--- src/stoi_pkg.sv ---
// stoi_pkg: shared types, constants and character class helpers for the
// radix string parser. No dependencies.
package stoi_pkg;

    // widths fixed by the register and field formats
    localparam int CHAR_W    = 8;
    localparam int VALUE_W   = 32;
    localparam int CFG_W     = 64;
    localparam int CFG_IDX_W = 2;
    localparam int RADIX_W   = 5;
    localparam int DIGIT_W   = 4;

    // largest radix the alphabet storage can hold
    localparam int MAX_RADIX_DEF = 16;

    // reset radix
    localparam logic [RADIX_W-1:0] RADIX_RESET = 5'd10;

    // configuration register indexes
    localparam logic [CFG_IDX_W-1:0] CFG_ALPHA_LOW  = 2'd0;
    localparam logic [CFG_IDX_W-1:0] CFG_ALPHA_HIGH = 2'd1;
    localparam logic [CFG_IDX_W-1:0] CFG_ALPHA_LEN  = 2'd2;

    // character codes
    localparam logic [CHAR_W-1:0] CH_NUL   = 8'h00;
    localparam logic [CHAR_W-1:0] CH_SPACE = 8'h20;
    localparam logic [CHAR_W-1:0] CH_FF    = 8'h0C;
    localparam logic [CHAR_W-1:0] CH_LF    = 8'h0A;
    localparam logic [CHAR_W-1:0] CH_CR    = 8'h0D;
    localparam logic [CHAR_W-1:0] CH_TAB   = 8'h09;
    localparam logic [CHAR_W-1:0] CH_VT    = 8'h0B;
    localparam logic [CHAR_W-1:0] CH_PLUS  = 8'h2B;
    localparam logic [CHAR_W-1:0] CH_MINUS = 8'h2D;

    // parse phase, one-hot
    typedef enum logic [3:0] {
        PH_SPACE = 4'b0001,
        PH_SIGN  = 4'b0010,
        PH_DIGIT = 4'b0100,
        PH_DONE  = 4'b1000
    } t_phase;

    // digit lookup result for one character
    typedef struct packed {
        logic                 is_digit;
        logic [DIGIT_W-1:0]   digit;
        logic [RADIX_W-1:0]   radix;
    } t_digit_info;

    function automatic logic is_space(input logic [CHAR_W-1:0] c);
        return c inside {CH_SPACE, CH_FF, CH_LF, CH_CR, CH_TAB, CH_VT};
    endfunction

    function automatic logic is_sign(input logic [CHAR_W-1:0] c);
        return c inside {CH_PLUS, CH_MINUS};
    endfunction

endpackage

--- src/string_to_integer_any_base_unit.sv ---
// string_to_integer_any_base_unit: top level of the radix string parser.
// Depends on stoi_pkg and stoi_alphabet.
//
//  channel  | direction | handshake              | payload
//  ---------+-----------+------------------------+------------------------------
//  in       | to block  | i_in_valid/o_in_stall  | i_char_in, i_string_start
//  out      | from block| o_out_valid/i_out_stall| o_value_out
//  cfg      | to block  | i_cfg_valid/o_cfg_ready| i_cfg_index, i_cfg_data
//
// One character per cycle while o_in_stall is low. The character that ends the
// number is taken into the input register, which feeds the update of the parse
// state and accumulator, one 32x5 multiply-add, into the result register.
// Reset is synchronous, active low; o_cfg_ready is always high.
// A stalled result holds the result register; one more character is taken into
// the input register and then o_in_stall rises until the result is taken.
module string_to_integer_any_base_unit
    import stoi_pkg::*;
#(
    parameter int MAX_RADIX = MAX_RADIX_DEF
) (
    input  logic                      i_clk,
    input  logic                      i_rst_n,
    input  logic                      i_in_valid,
    output logic                      o_in_stall,
    input  logic [CHAR_W-1:0]         i_char_in,
    input  logic                      i_string_start,
    output logic                      o_out_valid,
    input  logic                      i_out_stall,
    output logic signed [VALUE_W-1:0] o_value_out,
    input  logic                      i_cfg_valid,
    output logic                      o_cfg_ready,
    input  logic [CFG_IDX_W-1:0]      i_cfg_index,
    input  logic [CFG_W-1:0]          i_cfg_data
);

    logic                r_in_vld;
    logic [CHAR_W-1:0]   r_char;
    logic                r_start;
    t_phase              r_phase;
    t_phase              n_phase;
    logic                r_neg;
    logic                n_neg;
    logic [VALUE_W-1:0]  r_acc;
    logic [VALUE_W-1:0]  n_acc;
    logic                r_out_vld;
    logic [VALUE_W-1:0]  r_value;
    logic                emit;
    logic                advance;
    logic                in_xfer;
    t_phase              cur_phase;
    logic                cur_neg;
    logic [VALUE_W-1:0]  cur_acc;
    t_digit_info         info;

    assign o_cfg_ready = 1'b1;

    // item moves from the input register into the parse state
    assign advance    = r_in_vld && (!r_out_vld || !i_out_stall);
    assign o_in_stall = r_in_vld && !advance;
    assign in_xfer    = i_in_valid && !o_in_stall;

    stoi_alphabet #(
        .MAX_RADIX (MAX_RADIX)
    ) u_alphabet (
        .i_clk       (i_clk),
        .i_rst_n     (i_rst_n),
        .i_cfg_wr    (i_cfg_valid && o_cfg_ready),
        .i_cfg_index (i_cfg_index),
        .i_cfg_data  (i_cfg_data),
        .i_char      (r_char),
        .o_info      (info)
    );

    // input register
    always_ff @(posedge i_clk) begin
        if (!i_rst_n) begin
            r_in_vld <= 1'b0;
        end else if (in_xfer) begin
            r_in_vld <= 1'b1;
        end else if (advance) begin
            r_in_vld <= 1'b0;
        end
    end

    always_ff @(posedge i_clk) begin
        if (in_xfer) begin
            r_char  <= i_char_in;
            r_start <= i_string_start;
        end
    end

    // string start restarts the parse with this character
    assign cur_phase = r_start ? PH_SPACE : r_phase;
    assign cur_neg   = r_start ? 1'b0 : r_neg;
    assign cur_acc   = r_start ? '0 : r_acc;

    // parse step: whitespace, sign run, digits, then done
    always_comb begin
        n_phase = cur_phase;
        n_neg   = cur_neg;
        n_acc   = cur_acc;
        emit    = 1'b0;
        if (cur_phase == PH_DONE) begin
            emit = 1'b0;
        end else if (cur_phase == PH_SPACE && is_space(r_char)) begin
            n_phase = PH_SPACE;
        end else if ((cur_phase == PH_SPACE || cur_phase == PH_SIGN) &&
                     is_sign(r_char)) begin
            n_phase = PH_SIGN;
            n_neg   = cur_neg ^ (r_char == CH_MINUS);
        end else if (info.is_digit) begin
            n_phase = PH_DIGIT;
            n_acc   = (cur_acc * VALUE_W'(info.radix)) + VALUE_W'(info.digit);
        end else begin
            n_phase = PH_DONE;
            emit    = 1'b1;
        end
    end

    // parse state
    always_ff @(posedge i_clk) begin
        if (!i_rst_n) begin
            r_phase <= PH_SPACE;
            r_neg   <= 1'b0;
            r_acc   <= '0;
        end else if (advance) begin
            r_phase <= n_phase;
            r_neg   <= n_neg;
            r_acc   <= n_acc;
        end
    end

    // result register
    always_ff @(posedge i_clk) begin
        if (!i_rst_n) begin
            r_out_vld <= 1'b0;
        end else if (advance) begin
            r_out_vld <= emit;
        end else if (!i_out_stall) begin
            r_out_vld <= 1'b0;
        end
    end

    always_ff @(posedge i_clk) begin
        if (advance && emit) begin
            r_value <= cur_neg ? (VALUE_W'(0) - cur_acc) : cur_acc;
        end
    end

    assign o_out_valid = r_out_vld;
    assign o_value_out = r_value;

endmodule

--- src/stoi_alphabet.sv ---
// stoi_alphabet: alphabet configuration registers, registered alphabet check
// and parallel digit lookup. Depends on stoi_pkg.
module stoi_alphabet
    import stoi_pkg::*;
#(
    parameter int MAX_RADIX = MAX_RADIX_DEF
) (
    input  logic                 i_clk,
    input  logic                 i_rst_n,
    input  logic                 i_cfg_wr,
    input  logic [CFG_IDX_W-1:0] i_cfg_index,
    input  logic [CFG_W-1:0]     i_cfg_data,
    input  logic [CHAR_W-1:0]    i_char,
    output t_digit_info          o_info
);

    localparam logic [RADIX_W-1:0] RADIX_MAX = RADIX_W'(MAX_RADIX);

    logic [CFG_W-1:0]   r_low;
    logic [CFG_W-1:0]   r_high;
    logic [RADIX_W-1:0] r_len;
    logic               r_alpha_ok;
    logic               n_alpha_ok;
    logic [RADIX_W-1:0] radix;
    logic [2*CFG_W-1:0] alpha;
    logic               hit_any;
    logic [DIGIT_W-1:0] hit_digit;

    // configuration writes
    always_ff @(posedge i_clk) begin
        if (!i_rst_n) begin
            r_low  <= '0;
            r_high <= '0;
            r_len  <= RADIX_RESET;
        end else if (i_cfg_wr) begin
            case (i_cfg_index)
                CFG_ALPHA_LOW:  r_low  <= i_cfg_data;
                CFG_ALPHA_HIGH: r_high <= i_cfg_data;
                CFG_ALPHA_LEN:  r_len  <= i_cfg_data[RADIX_W-1:0];
                default: ;
            endcase
        end
    end

    // radix saturates at the storage limit
    assign radix = (r_len > RADIX_MAX) ? RADIX_MAX : r_len;
    assign alpha = {r_high, r_low};

    // alphabet check: radix of at least two, no NUL, sign, space or repeat
    always_comb begin
        n_alpha_ok = (radix >= RADIX_W'(2));
        for (int a = 0; a < MAX_RADIX; a++) begin
            if (RADIX_W'(a) < radix) begin
                if (alpha[8*a +: 8] == CH_NUL || is_space(alpha[8*a +: 8]) ||
                    is_sign(alpha[8*a +: 8])) begin
                    n_alpha_ok = 1'b0;
                end
                for (int b = a + 1; b < MAX_RADIX; b++) begin
                    if (RADIX_W'(b) < radix && alpha[8*b +: 8] == alpha[8*a +: 8]) begin
                        n_alpha_ok = 1'b0;
                    end
                end
            end
        end
    end

    // check result is registered and settles in the cycle after a write
    always_ff @(posedge i_clk) begin
        if (!i_rst_n) begin
            r_alpha_ok <= 1'b0;
        end else begin
            r_alpha_ok <= n_alpha_ok;
        end
    end

    // parallel compare against the used characters; at most one hits when no character repeats
    always_comb begin
        hit_any   = 1'b0;
        hit_digit = '0;
        for (int k = 0; k < MAX_RADIX; k++) begin
            if (RADIX_W'(k) < radix && alpha[8*k +: 8] == i_char) begin
                hit_any   = 1'b1;
                hit_digit = hit_digit | DIGIT_W'(k);
            end
        end
    end

    assign o_info.is_digit = r_alpha_ok && hit_any;
    assign o_info.digit    = hit_digit;
    assign o_info.radix    = radix;

endmodule

--- config.mk ---
export PLATFORM = sky130hd
export DESIGN_NAME = string_to_integer_any_base_unit
export DESIGN_NICKNAME = d
export VERILOG_FILES = /design/src/stoi_pkg.sv /design/src/string_to_integer_any_base_unit.sv /design/src/stoi_alphabet.sv
export SDC_FILE = /design/constraint.sdc
export NUM_CORES = 2
export LEC_CHECK = 0
export BUFFER_PORTS_ARGS = -buffer_cell sky130_fd_sc_hd__clkbuf_2
export CORE_MARGIN = 3
export CORE_UTILIZATION = 50
export CTS_CLUSTER_SIZE = 12
export DETAILED_ROUTE_END_ITERATION = 12
export PLACE_DENSITY_LB_ADDON = 0.2
export SYNTH_ARGS = -nofsm -noshare
export SYNTH_HDL_FRONTEND = slang
export SYNTH_SLANG_ARGS = --single-unit
--- constraint.sdc ---
create_clock -name i_clk -period 15.1 [get_ports i_clk]
set_input_delay 4.53 -clock i_clk [delete_from_list [all_inputs] [get_ports i_clk]]
set_output_delay 4.53 -clock i_clk [all_outputs]
set_load 0.01 [all_outputs]
==> results.ini <==
[clocking]
cts_resized = 0
clk_latency_ns = 0.60
cts.sinks = 214
clk_pin_slew_ns = 0.06
postCtsSetupBuffers = 0
clock_path_buffers = 3
h-tree-depth = 1
numCtsBuffers = 27
holdBufCountCts = 0
root_buffer = clkbuf_16
cts_tree = yes

[pwr]
combPwrFrac = 0.307
p_per_area_nw_per_um2 = 60.8
internal_power_mw = 1.20
power_frac_clock = 0.362
leakage_nw = 12.5
seqPwrFrac = 0.331
power_mw = 1.83
ir_worst_vdd_v = 0.000104
swShare = 0.346
p_switching_mw = 0.634

[finish]
post_route_cells_drive_above_1_share = 0.0970
nets = 3722
nFillCells = 5201
area_growth_pct = 6.54
antennaDiodeCount = 0

[sta]
hold_violations = 0
setup_viol = 0
tightest_slew_ns = 1.22
rsz0062_at_grt = no
fin_crit_ns = 9.49
clock_skew_ns = 0.0222
min_period_over_period = 0.628
tns_ns = 0
drv_slew = 0
max_freq_mhz = 105
maxSlewHeadroom = 0.184

[route]
vias = 27027
wire_per_inst_um = 25.3
drc_errors = 0
drt_iter0_drc = 3534
ant_nets = 0
drt_wl_total_mm = 108
viasPerCell = 6.34
first_pass_iters = 7

[synth]
synth-async-reset-ratio = 0
synth_commonest_cells = xnor2_1 (725), xor2_1 (442), nand2_1 (406)
ys_ff_latch = 214
synth_edf_count = 41
seq_area_frac_synth = 0.166
synth_cells = 3585
syn-num-nets = 3814
ys.warnings.count = 0
synth-main-ff-cell = dfxtp_1
yosysTopAreaCell = xnor2_1
yosysMostFrequentCell = xnor2_1
ys_top_cells_by_area = xnor2_1 (22%), xor2_1 (14%), dfxtp_1 (12%)
syn_area_per_cell_um2 = 7.89
netlist.area_leader.share = 0.225
synth.distinct_cells = 77
synthesis.area_um2 = 28300

[floorplanning]
die_y_um = 244
core-area_um2 = 55500
die-area_um2 = 59400
die_x_um = 244
initial_core_util = 0.509
ios = 115
fp-row-count = 86

[global_routing]
antenna_found_initial = 2
met3_usage = 0.0649
grt_pass1_vias = 26687
grt_util_all_layers = 0.351
grt_pass1_wl_mm = 163
grt.busiest_layer = met2
met1_usage = 0.436
grt.overflow.total = 0
grt_start_max_net_pins = 105
met2_usage = 0.558

[worst_setup_path]
cp_max_fo = 3
cp.arrival_ns = 4.96
critPathCaptureType = output port
path_class = in -> out
start_kind = primary input
required_ns = 10.57

[place]
portBuffers = 113
hpwl_mm = 67.5
gp_congestion = 1.01

[outcome]
status = complete, no violations

[hold_path]
hp-class = reg -> reg

[flow_run]
drv_cap = 0

[placed cells by master (no fill, tap or decap), types with 26 or more instances in the layout]
cell type	n
xor2_1	442
buf_4	158
o21ai_0	32
inv_1	103
nand4_1	172
edfxtp_1	41
dfxtp_1	172
clkbuf_2	112
o211ai_1	30
nor3_1	66
a21boi_0	152
nand2b_1	53
a31oi_1	26
nor2b_1	37
nor2_1	146
nand3_1	49
fa_1	86
ha_1	63
xnor2_1	725
nand2_1	406
nor4_1	137
clkbuf_16	28
a21oi_1	57
[flip-flops by register name (all words and copies together) (netlist names)]
signal and cells:
u_alphabet.r_high 64, u_alphabet.r_low 64, o_value_out 32, r_acc 32, r_char 8, u_alphabet.r_len 5, r_phase 4, o_out_valid 1
r_in_vld 1, r_neg 1, r_start 1, u_alphabet.r_alpha_ok 1
[through the flow]
stage | hold slack [ns] | util | std cells | worst slack (ns) | area (µm²)
final | 0.473 | 0.543 | 4262 | 5.61 | 30100
after global routing | 0.505 | 0.543 | 4262 | 5.57 | 30100
after CTS | 0.476 | 0.543 | 4262 | 5.61 | 30100
after detailed placement | 0.468 | 0.526 | 4212 | 5.61 | 29200
after global placement | 0.455 | 0.526 | 4212 | 5.59 | 29200
after floorplan | 0.458 | - | 3585 | 5.82 | 28300
[cells by family (layout without fill, tap and decap cells)]
kind of cell	count (synthesis)	in the layout	share of synthesized area
buffers and inverters	495	424	0.0760
XOR/XNOR	1167	1167	0.361
flip-flops	214	214	0.166
multiplexers	8	8	0.00283
adder cells (fa/ha/maj)	149	149	0.0888
AO/OA/AOI/OAI	425	425	0.107
AND/OR/NAND/NOR	1126	1126	0.198
other	1	1	0.000133
[critical path, stage by stage]
cell	delay, ns
clkbuf_2	0.09
and3_1	0.20
clkbuf_2	0.14
[power by group through the flow]
| stage | Sequential, mW | Combinational [mW] | Clock (mW) |
|---|---|---|---|
| 6_report | 0.607 | 0.562 | 0.664 |
| 3_3_place_gp | 0.618 | 0.527 | 0 |
| 4_1_cts | 0.606 | 0.547 | 0.677 |
| 5_1_grt | 0.608 | 0.594 | 0.698 |
| 2_1_floorplan | 0.618 | 0.393 | 0 |
| 3_5_place_dp | 0.619 | 0.545 | 0 |
[area by class of cell]
cell class	count	area [µm²]	share of cell area
Timing Repair Buffer	270	1750	0.0580
Clock buffer	37	785	0.0260
Tap cell	748	936	0.0311
Sequential cell	214	4700	0.156
Multi-Input combinational cell	2876	21500	0.712
Inverter	104	390	0.0130
Clock inverter	13	111	0.00370
[worst paths after layout]
kind / start / cells past startpoint / slack (ns) / endpoint
max: i_out_stall / 3 / 5.61 / o_in_stall
min: u_alphabet.r_low[38] / 2 / 0.47 / u_alphabet.r_low[38]
max reg2reg: u_alphabet.r_len[4] / 21 / 8.44 / r_acc[21]
min reg2reg: u_alphabet.r_low[38] / 2 / 0.47 / u_alphabet.r_low[38]
[per-layer routing]
layer / vias up / share of wire
met5: - / 0.00010
met3: 596 / 0.10
met4: 2 / 0.080
met2: 1733 / 0.44
li1: 11686 / -
met1: 13010 / 0.38
(Power assumes the default switching activity.)
